===== src/rtl/core/ite_pkg.sv =====
package ite_pkg;

  localparam int TW = 32;
  localparam int EW = 2 * TW;

  localparam logic [2:0] CMD_CLEAR  = 3'd0;
  localparam logic [2:0] CMD_APPEND = 3'd1;
  localparam logic [2:0] CMD_SPLIT  = 3'd2;
  localparam logic [2:0] CMD_TRIM_L = 3'd3;
  localparam logic [2:0] CMD_TRIM_R = 3'd4;
  localparam logic [2:0] CMD_READ   = 3'd5;

  typedef struct packed {
    logic          found;
    logic [TW-1:0] s;
    logic [TW-1:0] e;
  } hit_t;

  typedef struct packed {
    logic clr;
    logic en;
  } scan_ctl_t;

endpackage


===== src/rtl/core/ite_if.sv =====
interface ite_in_if;
  logic        valid;
  logic        ready;
  logic [2:0]  cmd;
  logic [31:0] time_point;
  logic [31:0] time_end;
  logic [3:0]  entry_index;

  modport source (output valid, cmd, time_point, time_end, entry_index, input ready);
  modport sink (input valid, cmd, time_point, time_end, entry_index, output ready);
endinterface

interface ite_out_if #(parameter int CW = 5);
  logic          valid;
  logic          ready;
  logic [CW-1:0] entry_count;
  logic [31:0]   read_start;
  logic [31:0]   read_end;
  logic          table_changed;
  logic          overflow;

  modport source (output valid, entry_count, read_start, read_end, table_changed, overflow,
                  input ready);
  modport sink (input valid, entry_count, read_start, read_end, table_changed, overflow,
                output ready);
endinterface


===== src/rtl/core/ite_ram.sv =====
module ite_ram #(
  parameter int WIDTH = 64,
  parameter int DEPTH = 16
) (
  input  logic                     clk,
  input  logic                     we,
  input  logic [$clog2(DEPTH)-1:0] waddr,
  input  logic [WIDTH-1:0]         wdata,
  input  logic [$clog2(DEPTH)-1:0] raddr,
  output logic [WIDTH-1:0]         rdata
);

  logic [WIDTH-1:0] mem [DEPTH];

  always_ff @(posedge clk) begin
    if (we) begin
      mem[waddr] <= wdata;
    end
    rdata <= mem[raddr];
  end

endmodule


===== src/rtl/core/ite_scan.sv =====
module ite_scan import ite_pkg::*; #(
  parameter int AW = 4
) (
  input  logic          clk,
  input  logic          rst_n,
  input  scan_ctl_t     ctl,
  input  logic [AW-1:0] idx,
  input  logic [EW-1:0] entry,
  input  logic [TW-1:0] t,
  output hit_t          before_o,
  output hit_t          after_o,
  output logic [AW-1:0] b_idx_o,
  output logic [AW-1:0] a_idx_o
);

  hit_t          bh_r, bh_nxt, ah_r, ah_nxt;
  logic [AW-1:0] bi_r, bi_nxt, ai_r, ai_nxt;
  logic [TW-1:0] s, e;
  logic          b_take, a_take;

  assign s = entry[EW-1:TW];
  assign e = entry[TW-1:0];

  // ascending scan with strict compares keeps the lowest index on ties
  assign b_take = (s <= t) && (!bh_r.found || (e > bh_r.e));
  assign a_take = (e > t) && (!ah_r.found || (s < ah_r.s));

  always_comb begin
    bh_nxt = bh_r;
    ah_nxt = ah_r;
    bi_nxt = bi_r;
    ai_nxt = ai_r;
    if (ctl.clr) begin
      bh_nxt.found = 1'b0;
      ah_nxt.found = 1'b0;
    end else if (ctl.en) begin
      if (b_take) begin
        bh_nxt = '{found: 1'b1, s: s, e: e};
        bi_nxt = idx;
      end
      if (a_take) begin
        ah_nxt = '{found: 1'b1, s: s, e: e};
        ai_nxt = idx;
      end
    end
  end

  always_ff @(posedge clk) begin
    if (!rst_n) begin
      bh_r.found <= 1'b0;
      ah_r.found <= 1'b0;
    end else begin
      bh_r.found <= bh_nxt.found;
      ah_r.found <= ah_nxt.found;
    end
    bh_r.s <= bh_nxt.s;
    bh_r.e <= bh_nxt.e;
    ah_r.s <= ah_nxt.s;
    ah_r.e <= ah_nxt.e;
    bi_r   <= bi_nxt;
    ai_r   <= ai_nxt;
  end

  assign before_o = bh_r;
  assign after_o  = ah_r;
  assign b_idx_o  = bi_r;
  assign a_idx_o  = ai_r;

endmodule


===== src/rtl/core/interval_table_editor_top.sv =====
// Clear and unused codes load the result word directly; read goes through a table read;
// append decides, then shifts and inserts when there is room; searching edits scan first.
// One word is in flight at a time: the next word is accepted the cycle after the result
// loads, and a held result stalls.
// Reset (synchronous, rst_n low): count and video length to zero; table contents
// stay undefined until written.
module interval_table_editor_top import ite_pkg::*; #(
  parameter int TABLE_DEPTH = 16
) (
  input  logic        clk,
  input  logic        rst_n,
  ite_in_if.sink      in_ch,
  ite_out_if.source   out_ch,
  input  logic        psel,
  input  logic        penable,
  input  logic        pwrite,
  input  logic [2:0]  paddr,
  input  logic [31:0] pwdata,
  output logic [31:0] prdata,
  output logic        pready
);

  localparam int AW = $clog2(TABLE_DEPTH);
  localparam int CW = $clog2(TABLE_DEPTH + 1);

  localparam logic [2:0] ST_IDLE   = 3'd0;
  localparam logic [2:0] ST_SCAN   = 3'd1;
  localparam logic [2:0] ST_DECIDE = 3'd2;
  localparam logic [2:0] ST_SHIFT  = 3'd3;
  localparam logic [2:0] ST_INSERT = 3'd4;
  localparam logic [2:0] ST_READ   = 3'd5;
  localparam logic [2:0] ST_RDATA  = 3'd6;
  localparam logic [2:0] ST_DONE   = 3'd7;

  logic [2:0]    state_r, state_nxt;
  logic [CW-1:0] count_r, count_nxt;
  logic [TW-1:0] vlen_r, vlen_nxt;
  logic [2:0]    cmd_r, cmd_nxt;
  logic [TW-1:0] tp_r, tp_nxt, te_r, te_nxt;
  logic [3:0]    idx_r, idx_nxt;
  logic [CW-1:0] i_r, i_nxt, p_r, p_nxt, ins_pos_r, ins_pos_nxt;
  logic          sv_r, sv_nxt, pend_v_r, pend_v_nxt;
  logic [AW-1:0] sidx_r, sidx_nxt, pend_addr_r, pend_addr_nxt;
  logic [TW-1:0] ins_s_r, ins_s_nxt, ins_e_r, ins_e_nxt;
  logic          rd_ok_r, rd_ok_nxt;
  logic          res_ch_r, res_ch_nxt, res_ovf_r, res_ovf_nxt;
  logic [TW-1:0] res_rs_r, res_rs_nxt, res_re_r, res_re_nxt;
  logic          ov_r, ov_nxt;
  logic [CW-1:0] o_count_r, o_count_nxt;
  logic [TW-1:0] o_rs_r, o_rs_nxt, o_re_r, o_re_nxt;
  logic          o_ch_r, o_ch_nxt, o_ovf_r, o_ovf_nxt;

  logic          ram_we;
  logic [AW-1:0] ram_waddr, ram_raddr;
  logic [EW-1:0] ram_wdata, ram_rdata;

  scan_ctl_t     sctl;
  hit_t          bh, ah;
  logic [AW-1:0] b_idx, a_idx;

  logic          d_ins, d_mod, full, ins_ok, mod_ok, in_acc, cfg_wr;
  logic [CW-1:0] d_pos, p_dec;
  logic [TW-1:0] d_s, d_e, d_ms, d_me;
  logic [AW-1:0] d_maddr;

  ite_ram #(.WIDTH(EW), .DEPTH(TABLE_DEPTH)) u_ram (
    .clk   (clk),
    .we    (ram_we),
    .waddr (ram_waddr),
    .wdata (ram_wdata),
    .raddr (ram_raddr),
    .rdata (ram_rdata)
  );

  ite_scan #(.AW(AW)) u_scan (
    .clk      (clk),
    .rst_n    (rst_n),
    .ctl      (sctl),
    .idx      (sidx_r),
    .entry    (ram_rdata),
    .t        (tp_r),
    .before_o (bh),
    .after_o  (ah),
    .b_idx_o  (b_idx),
    .a_idx_o  (a_idx)
  );

  assign in_ch.ready = (state_r == ST_IDLE);
  assign in_acc      = in_ch.valid && in_ch.ready;
  assign sctl.clr    = in_acc;
  assign sctl.en     = sv_r;
  assign full        = (count_r == CW'(TABLE_DEPTH));
  assign p_dec       = p_r - CW'(1);

  assign pready = 1'b1;
  assign cfg_wr = psel && penable && pwrite && !paddr[2];
  assign prdata = paddr[2] ? 32'd0 : vlen_r;

  // edit decision from the search result
  always_comb begin
    d_ins   = 1'b0;
    d_mod   = 1'b0;
    d_pos   = count_r;
    d_s     = '0;
    d_e     = '0;
    d_maddr = b_idx;
    d_ms    = '0;
    d_me    = '0;
    unique case (cmd_r)
      CMD_APPEND: begin
        d_ins = 1'b1;
        d_s   = tp_r;
        d_e   = te_r;
      end
      CMD_SPLIT: begin
        priority if (count_r == '0) begin
          d_ins = 1'b1;
          d_pos = '0;
          d_e   = vlen_r;
        end else if (!bh.found) begin
          d_ins = ah.found;
          d_pos = '0;
          d_e   = ah.s;
        end else if (!ah.found) begin
          d_ins = 1'b1;
          d_pos = '0;
          d_s   = bh.e;
          d_e   = vlen_r;
        end else if ((bh.s == tp_r) || (bh.e == tp_r)) begin
          d_ins = 1'b0;
        end else if ((tp_r > bh.s) && (tp_r < bh.e)) begin
          d_mod = 1'b1;
          d_ms  = bh.s;
          d_me  = tp_r;
          d_ins = 1'b1;
          d_pos = CW'(b_idx) + CW'(1);
          d_s   = tp_r;
          d_e   = bh.e;
        end else begin
          d_ins = 1'b1;
          d_pos = CW'(b_idx) + CW'(1);
          d_s   = bh.e;
          d_e   = ah.s;
        end
      end
      CMD_TRIM_L: begin
        if (ah.found) begin
          d_mod   = 1'b1;
          d_maddr = a_idx;
          d_ms    = tp_r;
          d_me    = ah.e;
        end else begin
          d_ins = 1'b1;
          d_s   = tp_r;
          d_e   = vlen_r;
        end
      end
      CMD_TRIM_R: begin
        if (bh.found) begin
          d_mod = 1'b1;
          d_ms  = bh.s;
          d_me  = tp_r;
        end else begin
          d_ins = 1'b1;
          d_e   = tp_r;
        end
      end
      default: begin
        d_ins = 1'b0;
      end
    endcase
  end

  assign ins_ok = d_ins && !full;
  assign mod_ok = d_mod && !(d_ins && full);

  always_comb begin
    state_nxt     = state_r;
    count_nxt     = count_r;
    vlen_nxt      = cfg_wr ? pwdata : vlen_r;
    cmd_nxt       = cmd_r;
    tp_nxt        = tp_r;
    te_nxt        = te_r;
    idx_nxt       = idx_r;
    i_nxt         = i_r;
    p_nxt         = p_r;
    sv_nxt        = 1'b0;
    sidx_nxt      = sidx_r;
    pend_v_nxt    = 1'b0;
    pend_addr_nxt = pend_addr_r;
    ins_pos_nxt   = ins_pos_r;
    ins_s_nxt     = ins_s_r;
    ins_e_nxt     = ins_e_r;
    rd_ok_nxt     = rd_ok_r;
    res_ch_nxt    = res_ch_r;
    res_ovf_nxt   = res_ovf_r;
    res_rs_nxt    = res_rs_r;
    res_re_nxt    = res_re_r;
    ov_nxt        = ov_r && !out_ch.ready;
    o_count_nxt   = o_count_r;
    o_rs_nxt      = o_rs_r;
    o_re_nxt      = o_re_r;
    o_ch_nxt      = o_ch_r;
    o_ovf_nxt     = o_ovf_r;
    ram_we        = 1'b0;
    ram_waddr     = ins_pos_r[AW-1:0];
    ram_wdata     = {ins_s_r, ins_e_r};
    ram_raddr     = i_r[AW-1:0];

    unique case (state_r)
      ST_IDLE: begin
        if (in_acc) begin
          cmd_nxt     = in_ch.cmd;
          tp_nxt      = in_ch.time_point;
          te_nxt      = in_ch.time_end;
          idx_nxt     = in_ch.entry_index;
          res_ch_nxt  = 1'b0;
          res_ovf_nxt = 1'b0;
          res_rs_nxt  = '0;
          res_re_nxt  = '0;
          i_nxt       = '0;
          unique case (in_ch.cmd)
            CMD_CLEAR: begin
              count_nxt  = '0;
              res_ch_nxt = 1'b1;
              state_nxt  = ST_DONE;
            end
            CMD_APPEND: state_nxt = ST_DECIDE;
            CMD_SPLIT, CMD_TRIM_L, CMD_TRIM_R: state_nxt = ST_SCAN;
            CMD_READ: state_nxt = ST_READ;
            default: state_nxt = ST_DONE;
          endcase
        end
      end
      ST_SCAN: begin
        if (i_r < count_r) begin
          ram_raddr = i_r[AW-1:0];
          sv_nxt    = 1'b1;
          sidx_nxt  = i_r[AW-1:0];
          i_nxt     = i_r + CW'(1);
        end else begin
          state_nxt = ST_DECIDE;
        end
      end
      ST_DECIDE: begin
        ram_we      = mod_ok;
        ram_waddr   = d_maddr;
        ram_wdata   = {d_ms, d_me};
        res_ch_nxt  = ins_ok || mod_ok;
        res_ovf_nxt = d_ins && full;
        ins_pos_nxt = d_pos;
        ins_s_nxt   = d_s;
        ins_e_nxt   = d_e;
        p_nxt       = count_r;
        state_nxt   = ins_ok ? ST_SHIFT : ST_DONE;
      end
      ST_SHIFT: begin
        // write back the entry read last cycle one slot higher
        ram_we    = pend_v_r;
        ram_waddr = pend_addr_r;
        ram_wdata = ram_rdata;
        if (p_r > ins_pos_r) begin
          ram_raddr     = p_dec[AW-1:0];
          pend_v_nxt    = 1'b1;
          pend_addr_nxt = p_r[AW-1:0];
          p_nxt         = p_dec;
        end else begin
          state_nxt = ST_INSERT;
        end
      end
      ST_INSERT: begin
        ram_we    = 1'b1;
        count_nxt = count_r + CW'(1);
        state_nxt = ST_DONE;
      end
      ST_READ: begin
        ram_raddr = AW'(idx_r);
        rd_ok_nxt = (32'(idx_r) < 32'(count_r));
        state_nxt = ST_RDATA;
      end
      ST_RDATA: begin
        if (rd_ok_r) begin
          res_rs_nxt = ram_rdata[EW-1:TW];
          res_re_nxt = ram_rdata[TW-1:0];
        end
        state_nxt = ST_DONE;
      end
      ST_DONE: begin
        if (!ov_r || out_ch.ready) begin
          ov_nxt      = 1'b1;
          o_count_nxt = count_r;
          o_rs_nxt    = res_rs_r;
          o_re_nxt    = res_re_r;
          o_ch_nxt    = res_ch_r;
          o_ovf_nxt   = res_ovf_r;
          state_nxt   = ST_IDLE;
        end
      end
      default: state_nxt = ST_IDLE;
    endcase
  end

  always_ff @(posedge clk) begin
    if (!rst_n) begin
      state_r  <= ST_IDLE;
      count_r  <= '0;
      vlen_r   <= '0;
      sv_r     <= 1'b0;
      pend_v_r <= 1'b0;
      ov_r     <= 1'b0;
    end else begin
      state_r  <= state_nxt;
      count_r  <= count_nxt;
      vlen_r   <= vlen_nxt;
      sv_r     <= sv_nxt;
      pend_v_r <= pend_v_nxt;
      ov_r     <= ov_nxt;
    end
    cmd_r       <= cmd_nxt;
    tp_r        <= tp_nxt;
    te_r        <= te_nxt;
    idx_r       <= idx_nxt;
    i_r         <= i_nxt;
    p_r         <= p_nxt;
    sidx_r      <= sidx_nxt;
    pend_addr_r <= pend_addr_nxt;
    ins_pos_r   <= ins_pos_nxt;
    ins_s_r     <= ins_s_nxt;
    ins_e_r     <= ins_e_nxt;
    rd_ok_r     <= rd_ok_nxt;
    res_ch_r    <= res_ch_nxt;
    res_ovf_r   <= res_ovf_nxt;
    res_rs_r    <= res_rs_nxt;
    res_re_r    <= res_re_nxt;
    o_count_r   <= o_count_nxt;
    o_rs_r      <= o_rs_nxt;
    o_re_r      <= o_re_nxt;
    o_ch_r      <= o_ch_nxt;
    o_ovf_r     <= o_ovf_nxt;
  end

  assign out_ch.valid         = ov_r;
  assign out_ch.entry_count   = o_count_r;
  assign out_ch.read_start    = o_rs_r;
  assign out_ch.read_end      = o_re_r;
  assign out_ch.table_changed = o_ch_r;
  assign out_ch.overflow      = o_ovf_r;

  a_count_bound: assert property (@(posedge clk) disable iff (!rst_n)
    count_r <= CW'(TABLE_DEPTH))
    else $error("entry count beyond table depth");

  a_busy_after_accept: assert property (@(posedge clk) disable iff (!rst_n)
    in_acc |=> !in_ch.ready)
    else $error("ready held while a word is in progress");

  a_overflow_full: assert property (@(posedge clk) disable iff (!rst_n)
    (out_ch.valid && out_ch.overflow) |->
      (!out_ch.table_changed && (out_ch.entry_count == CW'(TABLE_DEPTH))))
    else $error("overflow flagged on a table that was not full");

  a_no_idle_write: assert property (@(posedge clk) disable iff (!rst_n)
    ram_we |-> (state_r != ST_IDLE))
    else $error("table written while idle");

endmodule

===== src/flat_wrapper.sv =====
// flat-port wrapper written by rule: the top's interface ports become plain ports
module interval_table_editor_top_flat import ite_pkg::*;
#(
  parameter int TABLE_DEPTH = 16
)
  (clk, rst_n, psel, penable, pwrite, paddr, pwdata, prdata, pready, in_ch_valid, in_ch_cmd, in_ch_time_point, in_ch_time_end, in_ch_entry_index, in_ch_ready, out_ch_valid, out_ch_entry_count, out_ch_read_start, out_ch_read_end, out_ch_table_changed, out_ch_overflow, out_ch_ready);
  ite_in_if in_ch_i ();
  ite_out_if out_ch_i ();
  input  logic clk;
  input  logic rst_n;
  input  logic psel;
  input  logic penable;
  input  logic pwrite;
  input  logic [2:0] paddr;
  input  logic [31:0] pwdata;
  output logic [31:0] prdata;
  output logic pready;
  input wire logic [$bits(in_ch_i.valid)-1:0] in_ch_valid;
  input wire logic [$bits(in_ch_i.cmd)-1:0] in_ch_cmd;
  input wire logic [$bits(in_ch_i.time_point)-1:0] in_ch_time_point;
  input wire logic [$bits(in_ch_i.time_end)-1:0] in_ch_time_end;
  input wire logic [$bits(in_ch_i.entry_index)-1:0] in_ch_entry_index;
  output wire logic [$bits(in_ch_i.ready)-1:0] in_ch_ready;
  output wire logic [$bits(out_ch_i.valid)-1:0] out_ch_valid;
  output wire logic [$bits(out_ch_i.entry_count)-1:0] out_ch_entry_count;
  output wire logic [$bits(out_ch_i.read_start)-1:0] out_ch_read_start;
  output wire logic [$bits(out_ch_i.read_end)-1:0] out_ch_read_end;
  output wire logic [$bits(out_ch_i.table_changed)-1:0] out_ch_table_changed;
  output wire logic [$bits(out_ch_i.overflow)-1:0] out_ch_overflow;
  input wire logic [$bits(out_ch_i.ready)-1:0] out_ch_ready;
  assign in_ch_i.valid = in_ch_valid;
  assign in_ch_i.cmd = in_ch_cmd;
  assign in_ch_i.time_point = in_ch_time_point;
  assign in_ch_i.time_end = in_ch_time_end;
  assign in_ch_i.entry_index = in_ch_entry_index;
  assign in_ch_ready = in_ch_i.ready;
  assign out_ch_valid = out_ch_i.valid;
  assign out_ch_entry_count = out_ch_i.entry_count;
  assign out_ch_read_start = out_ch_i.read_start;
  assign out_ch_read_end = out_ch_i.read_end;
  assign out_ch_table_changed = out_ch_i.table_changed;
  assign out_ch_overflow = out_ch_i.overflow;
  assign out_ch_i.ready = out_ch_ready;
  interval_table_editor_top #(.TABLE_DEPTH(TABLE_DEPTH)) u_core (.clk(clk), .rst_n(rst_n), .in_ch(in_ch_i), .out_ch(out_ch_i), .psel(psel), .penable(penable), .pwrite(pwrite), .paddr(paddr), .pwdata(pwdata), .prdata(prdata), .pready(pready));
endmodule

===== config.mk =====
export PLATFORM = sky130hd
export DESIGN_NAME = interval_table_editor_top_flat
export DESIGN_NICKNAME = d
export VERILOG_FILES = /design/src/rtl/core/ite_pkg.sv /design/src/rtl/core/ite_if.sv /design/src/rtl/core/ite_ram.sv /design/src/rtl/core/ite_scan.sv /design/src/rtl/core/interval_table_editor_top.sv /design/src/flat_wrapper.sv
export SDC_FILE = /design/constraint.sdc
export NUM_CORES = 2
export LEC_CHECK = 0
export BUFFER_PORTS_ARGS = -buffer_cell sky130_fd_sc_hd__buf_2
export CAP_MARGIN = 15
export CORE_UTILIZATION = 67
export CTS_CLUSTER_SIZE = 30
export DETAILED_ROUTE_END_ITERATION = 8
export GPL_TIMING_DRIVEN = 0
export PLACE_DENSITY = 0.85
export SKIP_LAST_GASP = 1
export SLEW_MARGIN = 20
export SYNTH_ARGS = -nofsm -noshare
export SYNTH_HDL_FRONTEND = slang
export SYNTH_SLANG_ARGS = --single-unit

===== constraint.sdc =====
create_clock -name clk -period 25.9 [get_ports clk]
set_input_delay 3.885 -clock clk [delete_from_list [all_inputs] [get_ports clk]]
set_output_delay 3.885 -clock clk [all_outputs]
set_load 0.005 [all_outputs]

**After elaboration in Yosys (flattened, before gate mapping)**

Memories as Yosys holds them, arrays and structs flattened. A register that Yosys moved wholly into a read port is not among the register bits.
Index checks and enable logic that the tools add are counted.

- $add $sub $neg: 4
- Order comparisons: 9
- Eq/ne operators: 27
- Mux-type cells: 90
- Bitwise gates (word level): 2
- Reductions and logical operators: 50

Operator list:

| cell | count |
|---|---|
| 32-bit two-way mux | 31 |
| 32-bit case mux with 3 select lines | 3 |
| 32-bit case mux with 2 select lines | 2 |
| 32-bit case mux with 4 select lines | 1 |
| 64-bit case mux with 2 select lines | 1 |
| 32-bit greater-than comparator | 3 |
| 32-bit == test | 2 |
| 32-bit less-than comparator | 2 |
| 5-bit two-way mux | 10 |
| 32-bit less-or-equal comparator | 1 |
| 5-bit case mux with 2 select lines | 3 |
| 1-bit two-way mux | 22 |
| 3-bit == test (second input constant) | 7 |
| 3-bit case mux with 7 select lines | 1 |
| 2-bit AND reduction | 10 |
| 3-bit by 2-bit == test with 1-bit output (second input constant) | 6 |
| 4-bit case mux with 2 select lines | 2 |
| 3-bit two-way mux | 5 |
| 3-bit AND reduction | 5 |
| 4-bit two-way mux | 3 |
| 1-bit logical AND | 11 |
| 5-bit by 1-bit adder with 5-bit output (second input constant) | 2 |
| 2-bit nonzero test | 5 |
| 3-bit by 1-bit == test with 1-bit output (second input constant) | 3 |
| 20 further kinds | 41 |

- Bits in registers: 477
- Bits in writable memories: 1024
- Output and inout port bits: 106
- Memories kept: 1

Memories:

| memory | depth | width | rd ports | clocked after Yosys merged registers in | wr ports | RTL line | source |
|---|---|---|---|---|---|---|---|
| u_core.u_ram.mem | 16 | 64 | 1 | 1 | 1 | ite_ram.sv:13 | `logic [WIDTH-1:0] mem [DEPTH];` |

**Logic depth before layout (Yosys ltp)**

- Depth in word-level cells: 13
- Mapped depth: 15
- Gate-level depth less buffers: 11

**Modules after synthesis**

Synthesis repeated with hierarchy kept, for this count alone.

- Cell total of the unflattened synthesis: 3685
- Area, all modules: 63613.5 µm²

By module, submodules not included:

| module | times used | cells each | area an instance (µm²) | seq. area each (µm²) |
|---|---|---|---|---|
| ite_ram | 1 | 1647 | 39581.7 | 32030.7 |
| interval_table_editor_top | 1 | 1466 | 16761.1 | 9749.4 |
| ite_scan | 1 | 572 | 7270.7 | 4124.0 |

**Worst setup path before layout**

OpenSTA, ideal clock, no wires.

- Kind: register -> register
- Start point: reg u_core.state_r[0]
- End point: mem u_core.u_ram.mem[1][0] (enable)
- Arrival time: 10.036 ns
- Data required time: 25.234 ns
- Setup slack: 15.198 ns
- Stages on the path, launching flop included: 11
- Buffers on the path: 3
- Cell sequence: dfxtp_1 -> clkbuf_1 -> or3b_2 -> clkbuf_1 -> inv_1 -> nor2_1 -> clkbuf_1 -> nand2_1 -> o21ai_0 -> nor2_1 -> nor4b_1

- Cells in the longest elaborated chain, start to end: 4

Ends and longest elaborated chain:

| element | RTL line | source |
|---|---|---|
| start: declaration | interval_table_editor_top.sv:35 | `logic [2:0] state_r, state_nxt;` |
| start signal: assignment | interval_table_editor_top.sv:312 | `state_r <= state_nxt;` |
| 3-bit == test or 3-bit by 2-bit == test with 1-bit output (tied branches) | interval_table_editor_top.sv:210 | `unique case (state_r)` |
| 1-bit case mux with 3 select lines | interval_table_editor_top.sv:210 |  |
| 1-bit two-way mux | ite_ram.sv:16 | `if (we) begin` |
| 1-bit two-way mux (implied by the code) | ite_ram.sv:17 | `mem[waddr] <= wdata;` |
| end: declaration | ite_ram.sv:13 |  |

Several ways; a longest one is shown, not always the timed one.

**Worst setup path in the final report**

- Start point: in paddr[2]
- End point: out prdata[6]

- Cells in the longest elaborated chain, start to end: 1

Ends and longest elaborated chain:

| element | RTL line | source |
|---|---|---|
| start: declaration | flat_wrapper.sv:14 | `input logic [2:0] paddr;` |
| 32-bit two-way mux | interval_table_editor_top.sv:97 | `assign prdata = paddr[2] ? 32'd0 : vlen_r;` |
| end: declaration | flat_wrapper.sv:16 | `output logic [31:0] prdata;` |

No other way between the ends.

==> flow_metrics.tcl <==
set metrics [dict create \
    dieArea_um2 96300 \
    synth_most_common_cell "edfxtp_1" \
    violations "DRC" \
    met3_length_um 27600 \
    worst_slew_pin_slew_ns 1.16 \
    slowest_delay_ns 0.47 \
    place_congestion 0.969 \
    hold_viol 0 \
    critical_path_class "in2out" \
    routed_wirelength_um 193000 \
    grt_pass1_vias 43400 \
    synth_warnings 0 \
    power_leakage_uw 0.0268 \
    slew_headroom_pct 21.8 \
    num_rows 112 \
    synth_nets 4775 \
    cp.arrival_ns 4.83 \
    ys_seq_area_share_pct 72.0 \
    irDropWorstVdd_mv 0.0796 \
    cp_slowest_cell "clkbuf_1" \
    fp.coreArea_um2 93700 \
    startpoint_type "primary input" \
    finalPower_uw 8810 \
    drtAntennaViolNets 0 \
    global_route.usage.total_pct 39.9 \
    grt-ovfl-total 0 \
    fin_skew_ns 0.0341 \
    grt_max_degree 56 \
    yosys.area.top_type_share_pct 68.6 \
    grt_pass1_wl_um 276000 \
    setup_violations 0 \
    vias 44700 \
    design.portCount 219 \
    cts_tree "built" \
    crit_top_cell "buf_2" \
    drive_gt1_share_pct 15.8 \
    cts.sinks 1565 \
    clock_latency_ns 0.78 \
    dp_slack_ns 17.23 \
    drt-met1-wl_um 63600 \
    viasPerCell 6.97 \
    setup.worst_path.end_class "output pin" \
    dr.pass1.iters 9 \
    status "finished, violations left" \
    p_per_area_nw_per_um2 120 \
    critPathRequiredTime_ns 22.01 \
    antenna_found_initial 9 \
    setup_tns_ns 0 \
    min_period_over_period_pct 33.6 \
    htreeDepth 4 \
    drv_slew 0 \
    worst-r2r-cell-count 15 \
    clockBufferDepth 3 \
    synth.cell_area_um2 63700 \
    synth_common_cells "1,456 x edfxtp_1, 788 x nand2_1, 208 x ha_1" \
    routed.top_layer "met5" \
    hold_buffers 0 \
    hold_start "u_core.res_re_r[19]" \
    finalWorstSetupSlack_ns 17.18 \
    yosys_most_used_dff "edfxtp_1" \
    cts_buffers 153 \
    fillers 4815 \
    avgSynthCellArea_um2 14.3 \
    routedWlPerCell_um 30.1 \
    fin_crit_ns 8.72 \
    hpwl_um 132000 \
    met2_length_um 88400 \
    clk_pin_slew_ns 0.06 \
    synth_area_leaders "edfxtp_1 69%, nand2_1 4.6%, ha_1 4.1%" \
    holdPathStages 0 \
    yosysTopAreaCell "edfxtp_1" \
    first_iter_violations 7458 \
    crit_chain "buf_2, clkbuf_1, nor2b_1, buf_2" \
    die_w_um 310 \
    dieHeight_um 310 \
    cts_root_buf "clkbuf_16" \
    drc 12 \
    fmax_ghz 0.115 \
    hold_path_class "reg2reg" \
    synth-edff-count 1456 \
    grt_setup_unrepaired "false" \
    maxCapViolations 0 \
    syn_to_final_growth_pct 15.3 \
    rr_startpoint "u_core.tp_r[21]" \
    synthCells 4454 \
    synthDistinctLibCells 73 \
    cp_max_fo 10 \
    post_cts_resized 0 \
    ys_ff_latch 1565 \
    post_cts_buffers 0 \
    nNetsFinal 5348 \
    crit_start "paddr[2]" \
    start_util_pct 68.0 \
    synthArstFlopShare_pct 0 \
    place.port_buffers 215 \
]
[layout make-up]
type | instances | area [µm²] | share of cell area, %
antenna | 5 | 12.5 | 0.0170
buffer | 233 | 1020 | 1.39
clock buffer | 200 | 4170 | 5.68
clock inverter | 82 | 885 | 1.20
inverter | 151 | 572 | 0.779
multi-input combinational | 2505 | 16500 | 22.5
sequential | 1565 | 45900 | 62.5
tap | 1254 | 1570 | 2.14
timing repair buffer | 418 | 2780 | 3.78
[critical path: cells and delay by family]
kind          cells  cell delay (ns)
buf+inv           3             0.80
simple gates      1             0.14
[logic make-up (layout without fill, tap and decap cells)]
logic type / after synthesis / count (layout) / synth area share [%]
buffers and inverters: 384 / 1084 / 2.49
other: 1 / 6 / 0.00589
AOI/OAI and AO/OA: 763 / 763 / 9.10
adders and majority gates: 208 / 208 / 4.08
muxes: 172 / 172 / 2.70
and+or+nand+nor: 1350 / 1350 / 9.43
DFF: 1565 / 1565 / 72.0
xor gates and xnor gates: 11 / 11 / 0.151
[flip-flops by register name, summed over array words and instances, names as in the netlist, 64 cells and up]
signal                  count
u_core.u_ram.mem         1024
u_core.u_ram.rdata         64
u_core.u_scan.after_o      65
u_core.u_scan.before_o     65
[per-stage QoR]
| stage | hold slack, ns | cell area (µm²) | cells | utilization [%] |
|---|---|---|---|---|
| after floorplan | 0.400 | 63700 | 4454 | - |
| after global placement | 0.400 | 66400 | 5923 | 70.8 |
| after detailed placement | 0.405 | 68400 | 6126 | 72.9 |
| after CTS | 0.403 | 73400 | 6408 | 78.3 |
| after global routing | 0.423 | 73400 | 6410 | 78.3 |
| final | 0.409 | 73400 | 6413 | 78.3 |
[routing by layer]
layer	global-route usage [%]	vias to the layer above
met5	0	-
met3	9.92	804
met4	24.9	14
met1	50.1	21400
li1	-	18300
met2	62.6	4159
[power by group]
part / switching (µW) / internal, µW / total [µW]
Clock: 977 / 1290 / 2260
Sequential: 304 / 3360 / 3660
Combinational: 2070 / 811 / 2880
Total: 3350 / 5460 / 8810
[path summary, 6_finish.rpt]
check	slack [ns]	end
hold reg to reg	0.41	u_core.out_ch.read_end[19]
setup reg to reg	19.10	u_core.u_ram.mem[9][22]
setup / recovery	17.18	prdata[6]
hold / removal	0.41	u_core.out_ch.read_end[19]
[cells in the final DEF (no fill, tap or decap), drive strengths merged, types with 16 or more instances in the layout]
master   count
o221ai      30
inv        162
a221o       35
mux2i      172
nor2b       41
a211oi      30
a21oi       97
nor3        36
nand4       89
clkinv      52
a31oi       51
clkbuf     346
dfxtp      109
nor2       163
a21o        34
a32oi      164
o2111ai     16
nand2      790
buf        505
a222oi      96
o21ai      128
nand3      102
edfxtp    1456
and2        73
a22o        32
ha         208
Power figures use the tool's default switching activity.
